[config.mk]
export PLATFORM = sky130hd
export DESIGN_NAME = tws_div
export DESIGN_NICKNAME = d
export VERILOG_FILES = /design/src/hdl/tws_pkg.sv /design/src/hdl/tws_div.sv
export SDC_FILE = /design/constraint.sdc
export NUM_CORES = 1
export LEC_CHECK = 0
export BUFFER_PORTS_ARGS = -buffer_cell sky130_fd_sc_hd__buf_2
export CAP_MARGIN = 15
export CORE_UTILIZATION = 55
export CTS_CLUSTER_DIAMETER = 100
export DETAILED_ROUTE_END_ITERATION = 10
export PLACE_DENSITY = 0.79
export SKIP_LAST_GASP = 1
export SLEW_MARGIN = 20
export SYNTH_ARGS = -nofsm -noshare
export SYNTH_HDL_FRONTEND = slang
export SYNTH_SLANG_ARGS = --single-unit
[constraint.sdc]
create_clock -name clk -period 3.5 [get_ports clk]
set_input_delay 0.7 -clock clk [delete_from_list [all_inputs] [get_ports clk]]
set_output_delay 0.7 -clock clk [all_outputs]
set_load 0.1 [all_outputs]
[src/hdl/tws_pkg.sv]
// package: constants, payload types and codes of the wall column shader
package tws_pkg;

  localparam int SCREEN_HEIGHT = 512;
  localparam int SCREEN_WIDTH  = 1024;
  localparam int TEXTURE_SIZE  = 64;

  localparam int TEX_BITS    = $clog2(TEXTURE_SIZE);
  localparam int TEXEL_W     = 12;
  localparam int TEX_SEL_W   = 2;
  localparam int STORE_AW    = TEX_SEL_W + TEXEL_W;
  localparam int STORE_DEPTH = 2 ** STORE_AW;
  localparam int COLOR_W     = 32;
  localparam int ADDR_W      = 19;
  localparam int REGION_W    = 2;
  localparam int HEIGHT_W    = 24;
  localparam int NUM_W       = 25;
  localparam int NT_W        = NUM_W + TEX_BITS;
  localparam int CMP_W       = 26;
  localparam int FRAC_W      = 16;
  localparam int HALF        = SCREEN_HEIGHT * 256;
  localparam int CFG_IDX_W   = 1;

  localparam logic ACT_LOAD  = 1'b0;
  localparam logic ACT_SHADE = 1'b1;

  localparam logic [REGION_W-1:0] REGION_CEILING = 2'd0;
  localparam logic [REGION_W-1:0] REGION_WALL    = 2'd1;
  localparam logic [REGION_W-1:0] REGION_FLOOR   = 2'd2;

  localparam logic [TEX_SEL_W-1:0] TEX_NORTH = 2'd0;
  localparam logic [TEX_SEL_W-1:0] TEX_SOUTH = 2'd1;
  localparam logic [TEX_SEL_W-1:0] TEX_WEST  = 2'd2;
  localparam logic [TEX_SEL_W-1:0] TEX_EAST  = 2'd3;

  localparam logic [15:0] ANGLE_QUARTER = 16'd16384;
  localparam logic [15:0] ANGLE_HALF    = 16'd32768;
  localparam logic [15:0] ANGLE_3QUART  = 16'd49152;

  localparam logic [CFG_IDX_W-1:0] REG_CEILING_COLOR = 1'b0;
  localparam logic [CFG_IDX_W-1:0] REG_FLOOR_COLOR   = 1'b1;

  typedef struct packed {
    logic                 action;
    logic [TEX_SEL_W-1:0] texture_pick;
    logic [TEXEL_W-1:0]   texel_index;
    logic [COLOR_W-1:0]   texel_color;
    logic [9:0]           column;
    logic [8:0]           row;
    logic [HEIGHT_W-1:0]  wall_span;
    logic [FRAC_W-1:0]    hit_fraction;
    logic                 hit_side;
    logic [15:0]          ray_angle;
    logic [11:0]          wall_row_count;
  } item_t;

  typedef struct packed {
    logic [ADDR_W-1:0]   pixel_address;
    logic [COLOR_W-1:0]  pixel_color;
    logic [REGION_W-1:0] region;
  } pixel_t;

  typedef struct packed {
    logic                 action;
    logic [TEX_SEL_W-1:0] tex;
    logic [TEXEL_W-1:0]   load_index;
    logic [COLOR_W-1:0]   texel_color;
    logic [TEX_BITS-1:0]  tx;
    logic [ADDR_W-1:0]    pixel_address;
    logic [REGION_W-1:0]  region;
    logic                 sat;
  } meta_t;

  typedef struct packed {
    meta_t               meta;
    logic [NT_W-1:0]     rem;
    logic [NUM_W-1:0]    den;
    logic [TEX_BITS-1:0] q;
  } div_t;

endpackage

[src/hdl/tws_div.sv]
// texel row divider: restoring, one quotient bit per stage
module tws_div (
  input  logic          clk,
  input  logic          rst,
  input  logic          adv,
  input  logic          in_valid,
  input  tws_pkg::div_t in_stage,
  output logic          out_valid,
  output tws_pkg::div_t out_stage
);
  import tws_pkg::*;

  logic [TEX_BITS-1:0] valid;
  div_t                st [TEX_BITS];

  for (genvar i = 0; i < TEX_BITS; i++) begin : g_step
    localparam int K = TEX_BITS - 1 - i;
    logic            src_valid;
    div_t            src;
    div_t            nxt;
    logic [NT_W-1:0] dsh;

    if (i == 0) begin : g_first
      assign src_valid = in_valid;
      assign src       = in_stage;
    end else begin : g_rest
      assign src_valid = valid[i-1];
      assign src       = st[i-1];
    end

    always_comb begin
      dsh = NT_W'(src.den) << K;
      nxt = src;
      if (src.rem >= dsh) begin
        nxt.rem  = src.rem - dsh;
        nxt.q[K] = 1'b1;
      end
    end

    always_ff @(posedge clk) begin
      if (rst) begin
        valid[i] <= 1'b0;
      end else if (adv) begin
        valid[i] <= src_valid;
      end
    end

    always_ff @(posedge clk) begin
      if (adv) begin
        st[i] <= nxt;
      end
    end
  end

  assign out_valid = valid[TEX_BITS-1];
  assign out_stage = st[TEX_BITS-1];

endmodule

== Yosys cells after proc, flatten, opt, wreduce, memory -nomap -nowiden ==
Memories as Yosys holds them, arrays and structs flattened.
Cells that the tools add are included.

* Add/sub/neg operators: 6
* Multiply operators: 0
* Div/mod/pow operators: 0
* Magnitude comparators: 6
* Equality and inequality tests: 0
* Shift operators: 0
* Mux-type cells: 14
* Bitwise operators: 0
* Reduce and logical (&&, ||, !) cells: 0

{| class="wikitable"
|+ Operators with widths
! operator !! number
|-
| two-way mux 31 bit || 6
|-
| greater-or-equal comparator 31 x 25 -> 1 bit || 1
|-
| greater-or-equal comparator 31 x 26 -> 1 bit || 1
|-
| greater-or-equal comparator 31 x 27 -> 1 bit || 1
|-
| greater-or-equal comparator 31 x 28 -> 1 bit || 1
|-
| greater-or-equal comparator 31 x 29 -> 1 bit || 1
|-
| greater-or-equal comparator 31 x 30 -> 1 bit || 1
|-
| subtractor 31 x 25 -> 31 bit || 1
|-
| subtractor 31 x 26 -> 31 bit || 1
|-
| subtractor 31 x 27 -> 31 bit || 1
|-
| subtractor 31 x 28 -> 31 bit || 1
|-
| subtractor 31 x 29 -> 31 bit || 1
|-
| subtractor 31 x 30 -> 31 bit || 1
|-
| two-way mux 1 bit || 8
|}

* Bits in registers: 6
* Latch bits: 0
* Memory bits (writable): 822
* ROM bits: 0
* Bits of input ports: 141
* Output and inout bits: 138
* Memories kept: 1

{| class="wikitable"
|+ Memory list
! memory !! depth !! bits a word !! read ports !! clocked after memory_dff !! wr ports !! line !! text
|-
| st || 6 || 137 || 6 || 0 || 6 || tws_div.sv:14 || <nowiki>div_t st [TEX_BITS];</nowiki>
|}

== Logic depth before layout (Yosys ltp) ==
An unclocked memory read counts as a cell.

* Depth after elaboration: 3
* Mapped depth: 15
* Mapped depth without buffers: 13

== Worst setup path before layout ==
No wires, ideal clock.

* Path type: input to register
* Start point: in in_stage[36] (netlist name)
* End point: mem st[0][37] (netlist name) (data pin)
* Library setup time: 0.260 ns
* Arrival time: 3.045 ns
* Path slack: 0.195 ns
* Stages on the path: 13
* Path through: inv_1 -> ha_1 -> inv_1 -> fa_1 -> a21o_1 -> a21oi_1 -> o21ai_0 -> a21oi_1 -> a21oi_1 -> a21bo_2 -> a21oi_2 -> buf_2 -> mux2_2

{| class="wikitable"
|+ RTL lines
! what !! line !! text
|-
| start: declaration || tws_div.sv:7 || <nowiki>input tws_pkg::div_t in_stage,</nowiki>
|-
| end: declaration || tws_div.sv:14 ||
|}

==> impl_metrics.json <==
{
  "synth_cell_types": 90,
  "rsz0062_at_grt": "true",
  "synthTopCellsByCount": "edfxtp_1, inv_1, a21oi_1, nand2_1, ha_1",
  "start_kind": "register",
  "worstPathArrival_ns": 3.72,
  "synth-seq-cells": 828,
  "p_leak_nw": 16.1,
  "netlist_area_sq_um": 35400,
  "synth_area_leader_cell": "edfxtp_1",
  "antenna_found_initial": 5,
  "clkTransAtPathRegs_ns": 0.07,
  "setup_ws_ns": 0.153,
  "rows": 92,
  "vdd_ir_drop_max_mv": 0.552,
  "vias": 20200,
  "period_needed_ns": 3.35,
  "worst_slew_pin_slew_ns": 0.685,
  "min_path_type": "input port to register",
  "area_growth_pct": 16.4,
  "period_share_pct": 95.6,
  "grt_max_degree": 93,
  "fin_worst_skew_ns": 0.0288,
  "hold_viol_final": 0,
  "grt_use_total_pct": 20.1,
  "final_nets": 3147,
  "grt_use_met3_pct": 2.90,
  "grt_pass1_wl_um": 104000,
  "hold-worst-slack_ns": 0.233,
  "cpMaxStageDelayCell": "fa_1",
  "syn_inst": 2464,
  "synth_flop_cell": "edfxtp_1",
  "grt.busiest_layer": "met2",
  "first_global_vias": 20200,
  "synth_most_common_cell": "edfxtp_1",
  "max_stage_delay_ns": 0.40,
  "wire_per_inst_um": 17.4,
  "utilization_pct": 65.1,
  "syn_nets": 2761,
  "crit_top_cell": "inv_1",
  "ioPinCount": 279,
  "yosys_warnings": 0,
  "h-tree-depth": 3,
  "fin_tns_setup_ns": 0,
  "worstPathCellList": "inv_1, ha_1, inv_1, fa_1, a211oi_2, o21bai_1, o31ai_2, o211ai_2, a211o_1, nand3b_1, o311a_4, buf_12, mux2_1",
  "maxCapViolCount": 0,
  "crit_path_end_kind": "register",
  "hold_buffers": 0,
  "crit_required_ns": 3.87,
  "synth-compound-area-share_pct": 9.89,
  "drc_errors": 0,
  "fill_cells": 4567,
  "cts.path.max_buffers": 3,
  "die_h_um": 256,
  "async_reset_ff_share_pct": 0,
  "die_area_sq_um": 65400,
  "finalSetupViolCount": 0,
  "ctsRootBufferMaster": "clkbuf_16",
  "dr.pass1.iters": 8,
  "path_class": "register to register",
  "dp_slack_ns": -0.127,
  "synth_top_family_by_area": "compound AO/OA/AOI/OAI gates",
  "cp_max_fo": 32,
  "synth_edf_count": 822,
  "synth_adder_area_share_pct": 5.64,
  "met1_usage_pct": 25.7,
  "grt_overflow": 0,
  "yosys.area_share.xor_xnor_pct": 3.54,
  "status": "finished, final reports clean",
  "dp_hpwl_um": 47800,
  "syn_avg_cell_area_sq_um": 14.4,
  "die_width_um": 256,
  "critical_path.top_delay_family": "compound AO/OA/AOI/OAI gates",
  "drive_gt1_share_pct": 19.0,
  "io_buffers": 278,
  "ys_top_cells_by_area": "edfxtp_1, ha_1, a21oi_1",
  "coreArea_sq_um": 63300,
  "dr.first_iter.drc_count": 1299,
  "synthMuxAreaShare_pct": 1.13,
  "cts_buffers": 82,
  "insertion_delay_ns": 0.63,
  "finalInstanceArea_sq_um": 41200,
  "via_per_inst": 5.37,
  "yosys.area_share.simple_pct": 6.93,
  "slew_viol_final": 0,
  "cts_tree": "done",
  "initial_core_util_pct": 55.9,
  "grt_use_met2_pct": 33.9,
  "critPathBufInv": 3,
  "final_antenna_net_count": 0,
  "relSlewSlack_pct": 54.3,
  "max_freq_mhz": 299,
  "p_per_area_nw_per_um2": 770,
  "gp_congestion": 0.906,
  "placed_area_sq_um": 38300,
  "clock_sinks": 828,
  "ys_seq_area_share_pct": 70.1,
  "yosys.area.top_type_share_pct": 69.7,
  "totalWireLength_um": 65700
}
final cells by class:
type | count | area [sq um] | share of cell area (%)
Tap cell | 846 | 1060 | 2.57
Clock inverter | 49 | 671 | 1.63
Sequential cell | 828 | 24800 | 60.2
Timing Repair Buffer | 356 | 2160 | 5.25
Antenna cell | 5 | 12.5 | 0.0304
Inverter | 191 | 717 | 1.74
Clock buffer | 101 | 2140 | 5.20
Multi-Input combinational cell | 1391 | 9640 | 23.4
cells in the final DEF, fill, tap and decap left out, types with 7 or more instances in the layout:
| master | instances |
|---|---|
| nand4_1 | 27 |
| mux2i_1 | 8 |
| buf_4 | 64 |
| xnor2_1 | 77 |
| clkinv_1 | 10 |
| and3_1 | 15 |
| or2_2 | 7 |
| nor4_1 | 15 |
| nor2b_1 | 18 |
| clkinv_2 | 11 |
| a21oi_1 | 181 |
| o21ai_0 | 123 |
| clkinvlp_4 | 7 |
| a31oi_1 | 15 |
| a21o_1 | 77 |
| clkbuf_1 | 18 |
| xor2_1 | 66 |
| buf_12 | 14 |
| ha_1 | 150 |
| o21bai_1 | 18 |
| nand2_1 | 162 |
| o31ai_1 | 10 |
| o21a_1 | 19 |
| edfxtp_1 | 822 |
| nor2_1 | 142 |
| nor3_1 | 31 |
| inv_1 | 191 |
| clkbuf_16 | 83 |
| bufinv_16 | 11 |
| a211oi_1 | 17 |
| buf_2 | 277 |
| o211ai_1 | 10 |
| mux2_2 | 26 |
| nand3_1 | 23 |
| nand2b_1 | 22 |
where the power goes:
part / internal (mW) / switching (mW)
registers: 12.8 / 0.717
clock network: 5.25 / 3.65
logic: 3.42 / 5.91
total: 21.4 / 10.3
repair_timing:
| action | CTS | global route |
|---|---|---|
| resized for setup | 0 | 5 |
| buffers inserted | 0 | 2 |
| setup endpoints to repair | 0 | 35 |
| hold endpoints to repair | 0 | 0 |
cells by family (layout without fill, tap and decap cells):
group | count (synthesis) | in the layout
other | 0 | 5
adder cells (fa/ha/maj) | 156 | 156
AND/OR/NAND/NOR | 510 | 510
buffers and inverters | 245 | 697
flip-flops | 828 | 828
multiplexers | 36 | 36
XOR/XNOR | 143 | 143
AO/OA/AOI/OAI | 546 | 546
per-stage QoR:
step | cells | total power [mW]
finish | 3767 | 31.7
global route | 3767 | 33.3
CTS | 3760 | 31.9
detailed placement | 3610 | 22.9
global placement | 3610 | 22.7
floorplan | 2464 | 20.6
registers in the layout, summed over array words and instances, names as in the netlist:
signal,count
out_valid,1
g_step.src_valid,5
st,822
final timing paths:
| path | startpoint | end | slack, ns | depth (start not counted) |
|---|---|---|---|---|
| setup / recovery | st[1][34] | st[2][35] | 0.15 | 13 |
| hold reg to reg | st[4][133] | st[5][133] | 0.40 | 0 |
| hold / removal | in_stage[123] | st[0][123] | 0.23 | 1 |
| setup reg to reg | st[1][34] | st[2][35] | 0.15 | 13 |
routing by layer:
layer / routed length [um] / vias to the layer above
li1: - / 10000
met1: 28200 / 9469
met2: 31700 / 602
met3: 3170 / 145
met4: 2730 / 0
met5: 0 / -
(Power assumes the default switching activity.)
