$ cat src/hdl/tws_pkg.sv
// package: constants, payload types and codes of the wall column shader
package tws_pkg;

  localparam int SCREEN_HEIGHT = 512;
  localparam int SCREEN_WIDTH  = 1024;
  localparam int TEXTURE_SIZE  = 64;

  localparam int TEX_BITS    = $clog2(TEXTURE_SIZE);
  localparam int TEXEL_W     = 12;
  localparam int TEX_SEL_W   = 2;
  localparam int STORE_AW    = TEX_SEL_W + TEXEL_W;
  localparam int STORE_DEPTH = 2 ** STORE_AW;
  localparam int COLOR_W     = 32;
  localparam int ADDR_W      = 19;
  localparam int REGION_W    = 2;
  localparam int HEIGHT_W    = 24;
  localparam int NUM_W       = 25;
  localparam int NT_W        = NUM_W + TEX_BITS;
  localparam int CMP_W       = 26;
  localparam int FRAC_W      = 16;
  localparam int HALF        = SCREEN_HEIGHT * 256;
  localparam int CFG_IDX_W   = 1;

  localparam logic ACT_LOAD  = 1'b0;
  localparam logic ACT_SHADE = 1'b1;

  localparam logic [REGION_W-1:0] REGION_CEILING = 2'd0;
  localparam logic [REGION_W-1:0] REGION_WALL    = 2'd1;
  localparam logic [REGION_W-1:0] REGION_FLOOR   = 2'd2;

  localparam logic [TEX_SEL_W-1:0] TEX_NORTH = 2'd0;
  localparam logic [TEX_SEL_W-1:0] TEX_SOUTH = 2'd1;
  localparam logic [TEX_SEL_W-1:0] TEX_WEST  = 2'd2;
  localparam logic [TEX_SEL_W-1:0] TEX_EAST  = 2'd3;

  localparam logic [15:0] ANGLE_QUARTER = 16'd16384;
  localparam logic [15:0] ANGLE_HALF    = 16'd32768;
  localparam logic [15:0] ANGLE_3QUART  = 16'd49152;

  localparam logic [CFG_IDX_W-1:0] REG_CEILING_COLOR = 1'b0;
  localparam logic [CFG_IDX_W-1:0] REG_FLOOR_COLOR   = 1'b1;

  typedef struct packed {
    logic                 action;
    logic [TEX_SEL_W-1:0] texture_pick;
    logic [TEXEL_W-1:0]   texel_index;
    logic [COLOR_W-1:0]   texel_color;
    logic [9:0]           column;
    logic [8:0]           row;
    logic [HEIGHT_W-1:0]  wall_span;
    logic [FRAC_W-1:0]    hit_fraction;
    logic                 hit_side;
    logic [15:0]          ray_angle;
    logic [11:0]          wall_row_count;
  } item_t;

  typedef struct packed {
    logic [ADDR_W-1:0]   pixel_address;
    logic [COLOR_W-1:0]  pixel_color;
    logic [REGION_W-1:0] region;
  } pixel_t;

  typedef struct packed {
    logic                 action;
    logic [TEX_SEL_W-1:0] tex;
    logic [TEXEL_W-1:0]   load_index;
    logic [COLOR_W-1:0]   texel_color;
    logic [TEX_BITS-1:0]  tx;
    logic [ADDR_W-1:0]    pixel_address;
    logic [REGION_W-1:0]  region;
    logic                 sat;
  } meta_t;

  typedef struct packed {
    meta_t               meta;
    logic [NT_W-1:0]     rem;
    logic [NUM_W-1:0]    den;
    logic [TEX_BITS-1:0] q;
  } div_t;

endpackage

$ cat src/hdl/tws_front.sv
// input stage: region, texture pick, texel column, row numerator and address
module tws_front (
  input  logic           clk,
  input  logic           rst,
  input  logic           adv,
  input  logic           item_valid,
  input  tws_pkg::item_t item,
  output logic           valid,
  output tws_pkg::div_t  stage
);
  import tws_pkg::*;

  logic                 on_screen;
  logic                 is_ceiling;
  logic                 is_wall;
  logic [HEIGHT_W-1:0]  over;
  logic [NUM_W-1:0]     num;
  logic [NUM_W-1:0]     den;
  logic [FRAC_W+TEX_BITS-1:0] tx_prod;
  logic [31:0]          addr_full;
  logic [TEX_SEL_W-1:0] tex;
  div_t                 stage_next;

  always_comb begin
    on_screen  = (32'(item.row) < 32'(SCREEN_HEIGHT)) && (32'(item.column) < 32'(SCREEN_WIDTH));
    is_ceiling = (((CMP_W'(item.row) + CMP_W'(1)) << 9) + CMP_W'(item.wall_span))
                 <= CMP_W'(HALF);
    is_wall    = ((CMP_W'(item.row) + CMP_W'(2)) << 9)
                 <= (CMP_W'(HALF) + CMP_W'(item.wall_span));
    over       = (item.wall_span > HEIGHT_W'(HALF)) ?
                 (item.wall_span - HEIGHT_W'(HALF)) : '0;
    num        = NUM_W'(over) + (NUM_W'(item.wall_row_count) << 9);
    den        = NUM_W'(item.wall_span) << 1;
    tx_prod    = (FRAC_W+TEX_BITS)'(item.hit_fraction) * (FRAC_W+TEX_BITS)'(TEXTURE_SIZE);
    addr_full  = 32'(item.row) * 32'(SCREEN_WIDTH) + 32'(item.column);

    if (item.hit_side == 1'b0) begin
      tex = (item.ray_angle <= ANGLE_HALF) ? TEX_NORTH : TEX_SOUTH;
    end else begin
      tex = (item.ray_angle inside {[ANGLE_QUARTER:ANGLE_3QUART]}) ? TEX_WEST : TEX_EAST;
    end

    stage_next.meta.action        = item.action;
    stage_next.meta.tex           = (item.action == ACT_LOAD) ? item.texture_pick : tex;
    stage_next.meta.load_index    = item.texel_index;
    stage_next.meta.texel_color   = item.texel_color;
    stage_next.meta.tx            = tx_prod[FRAC_W +: TEX_BITS];
    stage_next.meta.pixel_address = addr_full[ADDR_W-1:0];
    stage_next.meta.region        = is_ceiling ? REGION_CEILING :
                                    (is_wall ? REGION_WALL : REGION_FLOOR);
    stage_next.meta.sat           = (num >= den);
    stage_next.rem                = NT_W'(num) * NT_W'(TEXTURE_SIZE);
    stage_next.den                = den;
    stage_next.q                  = '0;
  end

  always_ff @(posedge clk) begin
    if (rst) begin
      valid <= 1'b0;
    end else if (adv) begin
      valid <= item_valid && ((item.action == ACT_LOAD) || on_screen);
    end
  end

  always_ff @(posedge clk) begin
    if (adv) begin
      stage <= stage_next;
    end
  end

endmodule

$ cat config.mk
export PLATFORM = sky130hd
export DESIGN_NAME = tws_front
export DESIGN_NICKNAME = d
export VERILOG_FILES = /design/src/hdl/tws_pkg.sv /design/src/hdl/tws_front.sv
export SDC_FILE = /design/constraint.sdc
export NUM_CORES = 1
export LEC_CHECK = 0
export BUFFER_PORTS_ARGS = -buffer_cell sky130_fd_sc_hd__buf_2
export CORE_MARGIN = 2
export CORE_UTILIZATION = 48
export CTS_CLUSTER_SIZE = 20
export DETAILED_ROUTE_END_ITERATION = 10
export GPL_TIMING_DRIVEN = 0
export PLACE_DENSITY = 0.8
export SYNTH_ARGS = -nofsm -noshare
export SYNTH_HDL_FRONTEND = slang
export SYNTH_SLANG_ARGS = --single-unit
$ cat constraint.sdc
create_clock -name clk -period 6.2 [get_ports clk]
set_clock_uncertainty 0.2 [all_clocks]
set_input_delay 0.31 -clock clk [delete_from_list [all_inputs] [get_ports clk]]
set_output_delay 0.31 -clock clk [all_outputs]
set_load 0.02 [all_outputs]
# Yosys cells after proc, flatten, opt, wreduce, memory -nomap -nowiden
# Index checks and enable logic that the tools add are counted.
[word_totals] regBits=125 in_bits=139 out_inout_bits=138 word_cells=32
[classes] add_sub_neg=7 n_lt_le_gt_ge=7 mux=6 reduce_logical=1
[op_table] operator="$le 16x16->1 const B" n=2
[op_table] operator="$add 18x24->25 const A" n=1
[op_table] operator="$add 19x24->25" n=1
[op_table] operator="$add 24x21->25" n=1
[op_table] operator="$ge 25x25->1" n=1
[op_table] operator="$le 19x25->1" n=1
[op_table] operator="$le 25x18->1 const B" n=1
[op_table] operator="$gt 24x18->1 const B" n=1
[op_table] operator="$mux 24" n=1
[op_table] operator="$sub 24x18->24 const B" n=1
[op_table] operator="$add 19x10->19" n=1
[op_table] operator="$ge 16x15->1 const B" n=1
[op_table] operator="$add 9x1->10 const B" n=1
[op_table] operator="$add 9x2->10 const B" n=1
[op_table] operator="$mux 2" n=3
[op_table] operator="$mux 1" n=2
[op_table] operator="$logic_and 1x1->1" n=1

# Longest topological paths before layout
# Gate-level depths: netlist of run 1.
[depth] ltp_word=5 ltp_mapped=25 mapped_depth_nobuf=23

# Least setup slack after synthesis of run 1
# OpenSTA, ideal clock, no wires.
[synth_path] path_kind="input to register" startpoint="in item[50] (netlist name)" endpoint="reg stage[62] (netlist name) (data pin)" setup_time_ns=0.259 arrival_time_ns=4.182 required_ns=5.741 path_slack_ns=1.559 cell_stages=23 n_path_buf=2 cell_sequence="nor4_1 > and4_4 > a41o_1 > and3_1 > buf_2 > buf_2 > nor2_1 > ha_1 > a21o_1 > a21oi_1 > nand2_1 > nor2_1 > o21bai_1 > a21oi_1 > xnor2_1 > ha_1 > a21o_1 > a21o_1 > a21oi_1 > nor2_1 > a2111oi_0 > nor2_1 > a211o_1"
[synth_rtl] item="from (decl)" line_no="tws_front.sv:7" text="input tws_pkg::item_t item,"
[synth_rtl] item="to (signal assigned)" line_no="tws_front.sv:67" text="stage <= stage_next;"
[synth_rtl] item="to (decl)" line_no="tws_front.sv:9" text="output tws_pkg::div_t stage"

==> out/metrics.csv, run 1 <==
metric,value,unit
post-synthesis xor/xnor area fraction,4.61,%
drt first-iter violations,434,
Post-Place Setup Slack,0.763,ns
vias,5705,
layout cells sized above 1,33.3,%
register area share after synthesis,57.9,%
Final Worst Setup Slack,0.493,ns
Final Hold Viols,0,
routed wire length,20800,µm
share of the synthesized area in the top cell type,57.6,%
clk root buf,clkbuf_16,
crit path max fanout,10,
outcome,"finished, final reports clean",
Final Total Pwr,2.59,mW
Finished Core Util,72.4,%
Routed Antenna Nets,0,
Peak supply drop,171,µV
synthesized instance count,517,
Slew @ Worst Pin,0.517,ns
worst-case clock buffer depth,2,
remaining global-route overflow,0,
DP Area,8030,µm²
DP Wirelength,13500,µm
setup violators final,0,
yosys warns,0,
FMAX,175,MHz
antenna violations before repair,0,
total CTS buffers,17,
CTS Sinks,125,
Synth Area per Inst,12.5,µm²
TritonCTS clock tree,built,
"Async S/R FF share, synth",0,%
Setup TNS Final,0,ns
post-synthesis simple-gate area fraction,10.1,%
pwr/cell area,272,nW/µm²
crit path kind,input port to flop,
CP required,6.17,ns
global-route wire length before repair,31100,µm
Post-synth EDFFs,124,
drt pass-1 iters,6,
Worst Setup Start Kind,input port,
largest net degree at the start of global routing,78,
largest family of logic cells by synthesized area,adder cells,
largest cells by area after synthesis,"edfxtp_1, ha_1, xnor2_1",
final worst path period share,92.1,%
CP endpoint kind,flop,
core area,13200,µm²
vias per cell,5.25,
top_reg_cell synth,edfxtp_1,
Synth Area in Compound Gates,9.99,%
Tmin final,5.71,ns
arrival time at the worst endpoint,5.68,ns
Clk network pwr share,37.5,%
All-Layer GR Usage,28.7,%
post-synth cell types,52,
Switching Fraction,28.4,%
die height,120,µm
I/O Buffers,253,
Seq pwr share,40.1,%
RSZ-0062 raised after global routing,no,
min-delay worst type,input port to flop,
Die ar.,14400,µm²
drt drc,0,
Clock Latency Late Sink,0.41,ns
Pint,1.86,mW
number of global-route vias before repair,5669,
worst relative slew slack,65.2,%
area grow syn2layout,47.8,%
# diodes,0,
Synth area leader,edfxtp_1,
Starting Density,49.0,%
mux share of post-synthesis cell area,0.639,%
"Clk pin slew, worst setup/hold paths",0.06,ns
RD Place Congestion,0.905,
total I/O pin count,277,
num rows,42,
synthesized area,6460,µm²
Yosys reg bits,125,
NetSw,736,µW
Static Leak,4.37,nW
max-slew violations,0,
H-tree depth,4,
combinational fraction of design power,22.4,%
post-synthesis adder-cell area fraction,12.4,%
Final Cell Area,9550,µm²
Die X,120,µm
max-cap check violation count,0,
Avg WL per Cell,19.2,µm
final net count,1099,
path summary, 6_finish.rpt:
| kind | depth (start not counted) | endpoint | from | slack (ns) |
|---|---|---|---|---|
| worst min-delay path | 2 | stage[135]$_DFFE_PP_ | item[133] | 0.01 |
| worst min register to register | 3 | valid$_SDFFE_PP0P_ | valid$_SDFFE_PP0P_ | 0.95 |
| worst max register to register | 3 | valid$_SDFFE_PP0P_ | valid$_SDFFE_PP0P_ | 4.76 |
| worst max-delay path | 24 | stage[62]$_DFFE_PP_ | item[50] | 0.49 |
cell usage in the layout, fill, tap and decap left out, types with 17 or more instances in the layout:
cell type / synthesis / layout
buf_2: 3 / 255
edfxtp_1: 124 / 124
dlygate4sd3_1: 0 / 95
ha_1: 61 / 61
nor2_1: 50 / 50
inv_1: 39 / 39
a21oi_1: 22 / 22
xnor2_1: 22 / 22
nand2_1: 19 / 19
a21o_1: 17 / 17
o21ai_0: 17 / 17
clkbuf_16: 0 / 17
final cells by class:
cell class | instances | area (µm²)
Buffer | 20 | 128
Clock buffer | 22 | 454
Clock inverter | 10 | 118
Fill cell | 868 | 3640
Inverter | 39 | 146
Multi-Input combinational cell | 345 | 2490
Sequential cell | 125 | 3740
Tap cell | 176 | 220
Timing Repair Buffer | 349 | 2250
power by group through the flow:
stage	Sequential, mW	Clock [mW]	Combinational [mW]
finish	1.04	0.973	0.581
global route	1.05	1.02	0.625
CTS	1.04	0.973	0.570
detailed placement	1.05	0	0.516
global placement	1.05	0	0.505
floorplan	1.15	0	0.217
cell usage after synthesis, types with 12 or more instances:
| cell type | instances |
|---|---|
| edfxtp_1 | 124 |
| ha_1 | 61 |
| nor2_1 | 50 |
| inv_1 | 39 |
| a21oi_1 | 22 |
| xnor2_1 | 22 |
| nand2_1 | 19 |
| a21o_1 | 17 |
| o21ai_0 | 17 |
| nand3_1 | 15 |
| buf_4 | 13 |
| xor2_1 | 12 |
metrics by stage:
step | std cells | hold WS, ns
2_1_floorplan | 529 | 0.182
3_3_place_gp | 958 | 0.282
3_5_place_dp | 959 | 0.277
4_1_cts | 1086 | 0.0105
5_1_grt | 1086 | 0.00905
6_report | 1086 | 0.0101
cell families (layout without fill, tap and decap cells):
kind of cell,count (synthesis),in the layout
buffers and inverters,59,440
other,1,13
AOI/OAI and AO/OA,97,97
muxes,4,4
DFF,125,125
adders and majority gates,63,63
xor gates and xnor gates,34,34
and+or+nand+nor,134,134
repair_timing:
item	in CTS	in global routing
setup buffers	0	0
resized for setup	0	0
endpoints found under the hold margin	94	0
hold buffers	95	0
metal layers:
metal,global-route usage [%],share of wire (%),up-vias
met2,49.4,50,319
met4,12.8,3.9,0
met5,0,0,-
met3,8.27,7.2,59
met1,33.1,38,2659
li1,-,-,2668
state kept, by name, summed over array words and instances, names as in the netlist:
register and cells:
stage 124, valid 1
critical path, cell delays in order:
cell           delay, ns
dlygate4sd3_1       0.58
buf_2               0.15
nor4_1              0.35
and4_4              0.33
a41o_1              0.21
and3_1              0.20
buf_2               0.25
buf_2               0.28
nor2_1              0.07
ha_1                0.20
inv_1               0.07
fa_1                0.20
nor2b_1             0.08
o2111ai_1           0.27
a211oi_1            0.15
or4_1               0.43
xor2_1              0.21
ha_1                0.28
a21o_1              0.17
a21oi_1             0.16
nor2_1              0.06
a2111oi_0           0.36
nor2_1              0.09
a211o_1             0.23
Note: power is estimated with default switching activity, not from simulation.
==> run 2: changes to the inputs <==
--- a/config.mk
+++ b/config.mk
@@ -6,5 +6,6 @@
 export NUM_CORES = 1
 export LEC_CHECK = 0
-export BUFFER_PORTS_ARGS = -buffer_cell sky130_fd_sc_hd__buf_2
+export BUFFER_PORTS_ARGS = -buffer_cell sky130_fd_sc_hd__buf_4
+export CAP_MARGIN = 10
 export CORE_MARGIN = 2
 export CORE_UTILIZATION = 48
==> constraint.sdc (replaced) <==
create_clock -name clk -period 6.2 [get_ports clk]
set_clock_uncertainty 0.2 [all_clocks]
set_input_delay 1.24 -clock clk [delete_from_list [all_inputs] [get_ports clk]]
set_output_delay 1.24 -clock clk [all_outputs]
set_load 0.02 [all_outputs]
==> run 2 against run 1 <==
Net effect:
- non-clock buffer count shrank 96
- largest power group unchanged
- highest routed layer unchanged
- worst setup slack lost 0.082 ns
- critical path depth shrank 1
- sequential cell count is the same
- clock power shrank 1%
- utilization shrank 2.4 points
- combinational power grew 2%
- die area is the same
- sequential share of layout area grew 1.3 points
- fmax shrank 1.4%
- final area shrank 3.3%
==> out/metrics.csv, run 2 (synthesis gave the netlist of run 1 again) <==
metric,value,unit,change
max-slew violations,0,,unchanged
Metal-1 WL,7050,µm,was 8010 µm
Setup TNS Final,0,ns,unchanged
vias,5324,,was 5705
Finished Core Util,70.0,%,was 72.4%
Final Worst Setup Slack,0.410,ns,was 0.493 ns
worst-case clock buffer depth,2,,unchanged
drt drc,0,,unchanged
outcome,"finished, final reports clean",,unchanged
Post-Place Setup Slack,-0.238,ns,was 0.763 ns
final worst path period share,93.4,%,was 92.1%
crit path kind,input port to flop,,unchanged
setup violators final,0,,unchanged
max reg flops,124,,unchanged
CP required,6.17,ns,about the same
Slew @ Worst Pin,0.903,ns,was 0.517 ns
Clock Latency Late Sink,0.41,ns,about the same
min-delay worst type,flop to flop,,was input port to flop
max-cap check violation count,0,,unchanged
routed wire length,19300,µm,was 20800 µm
met2 WL,9660,µm,was 10500 µm
Peak supply drop,250,µV,was 171 µV
total I/O pin count,277,,unchanged
most frequent cells in the layout,"buf_4, edfxtp_1, ha_1",,"was buf_2, edfxtp_1, dlygate4sd3_1"
met3 WL,1660,µm,was 1510 µm
Routed Antenna Nets,0,,unchanged
crit path max fanout,19,,was 10
# diodes,0,,unchanged
R2R Setup Slk,5.31,ns,was 4.76 ns
largest registers,"stage (124), valid (1)",,unchanged
Static Leak,4.19,nW,was 4.37 nW
hold_ws,0.398,ns,was 0.0101 ns
All-Layer GR Usage,26.9,%,was 28.7%
H-tree depth,4,,unchanged
num rows,42,,unchanged
top layer in use,met4,,unchanged
I/O Buffers,253,,unchanged
number of global-route vias before repair,5373,,was 5669
die height,120,µm,unchanged
total CTS buffers,17,,unchanged
DP Wirelength,14600,µm,was 13500 µm
area grow syn2layout,42.9,%,was 47.8%
RSZ-0062 raised after global routing,no,,unchanged
Die ar.,14400,µm²,unchanged
layout cells sized above 1,37.6,%,was 33.3%
Tmin final,5.79,ns,was 5.71 ns
largest net degree at the start of global routing,70,,was 78
core area,13200,µm²,unchanged
Final Cell Area,9230,µm²,was 9550 µm²
vias per cell,5.38,,was 5.25
Starting Density,49.0,%,unchanged
"most common cell after layout, fill and taps aside",buf_4,,was buf_2
DP Area,8650,µm²,was 8030 µm²
TritonCTS clock tree,built,,unchanged
final net count,1003,,was 1099
worst relative slew slack,39.8,%,was 65.2%
Final Hold Viols,0,,unchanged
antenna violations before repair,0,,unchanged
FMAX,173,MHz,was 175 MHz
CP endpoint kind,flop,,unchanged
Biggest register,stage,,unchanged
arrival time at the worst endpoint,5.76,ns,was 5.68 ns
clk root buf,clkbuf_16,,unchanged
"Clk pin slew, worst setup/hold paths",0.06,ns,about the same
global-route wire length before repair,29200,µm,was 31100 µm
pwr/cell area,281,nW/µm²,was 272 nW/µm²
drt pass-1 iters,5,,was 6
CTS Sinks,125,,unchanged
RD Place Congestion,0.949,,was 0.905
Die X,120,µm,unchanged
drt first-iter violations,308,,was 434
Worst Setup Start Kind,input port,,unchanged
remaining global-route overflow,0,,unchanged
Avg WL per Cell,19.5,µm,was 19.2 µm
[run 2: routing by layer]
metal / vias to the layer above / global-route usage (%)
met5: - / 0
met4: 0 / 15.0
met3: 58 / 9.70
met2: 272 / 45.7
met1: 2523 / 29.0
li1: 2471 / -
[run 2: final timing paths]
kind,from,to,cells after the start
min reg2reg,valid$_SDFFE_PP0P_,valid$_SDFFE_PP0P_,2
max reg2reg,valid$_SDFFE_PP0P_,valid$_SDFFE_PP0P_,2
min,valid$_SDFFE_PP0P_,valid$_SDFFE_PP0P_,2
max,item[50],stage[62]$_DFFE_PP_,23
[run 2: worst max-delay path: stages]
cell and delay, ns:
buf_4 0.12, nor4_2 0.34, and4_4 0.31, a41o_1 0.18, and3_1 0.18, buf_2 0.36, nor2_1 0.09, ha_1 0.35
a21o_1 0.20, a21oi_1 0.20, nand2_1 0.14, nor2_1 0.12, o21bai_1 0.07, a21oi_1 0.18, xnor2_1 0.17, ha_1 0.29
a21o_1 0.16, a21o_1 0.17, a21oi_1 0.14, nor2_1 0.07, a2111oi_2 0.35, nor2_1 0.09, a211o_1 0.23
[run 2: metrics by stage]
stage / total power, mW / std cells
6_report: 2.60 / 989
5_1_grt: 2.70 / 989
4_1_cts: 2.61 / 990
3_5_place_dp: 1.64 / 959
3_3_place_gp: 1.62 / 958
2_1_floorplan: 1.37 / 529
[run 2: area by class of cell]
class,count,area [µm²]
repair buffers,254,1930
clock inverters,14,145
fillers,924,3960
clock buffers,17,425
inverters,39,146
multi-input cells,345,2500
well taps,176,220
plain buffers,19,123
flip-flops and latches,125,3740
[run 2: repair_timing]
action | in CTS | in global routing
endpoints found under the hold margin | 0 | 0
endpoints found under the setup margin | 0 | 1
gates resized for setup | 0 | 3
hold buffers | 0 | 0
buffers inserted | 0 | 0
[run 2: where the power goes]
group          internal (mW)  switching [mW]  leakage, nW
registers               1.02          0.0227         1.22
clock network          0.589           0.372        0.273
logic                  0.261           0.333         2.70
total                   1.87           0.727         4.19
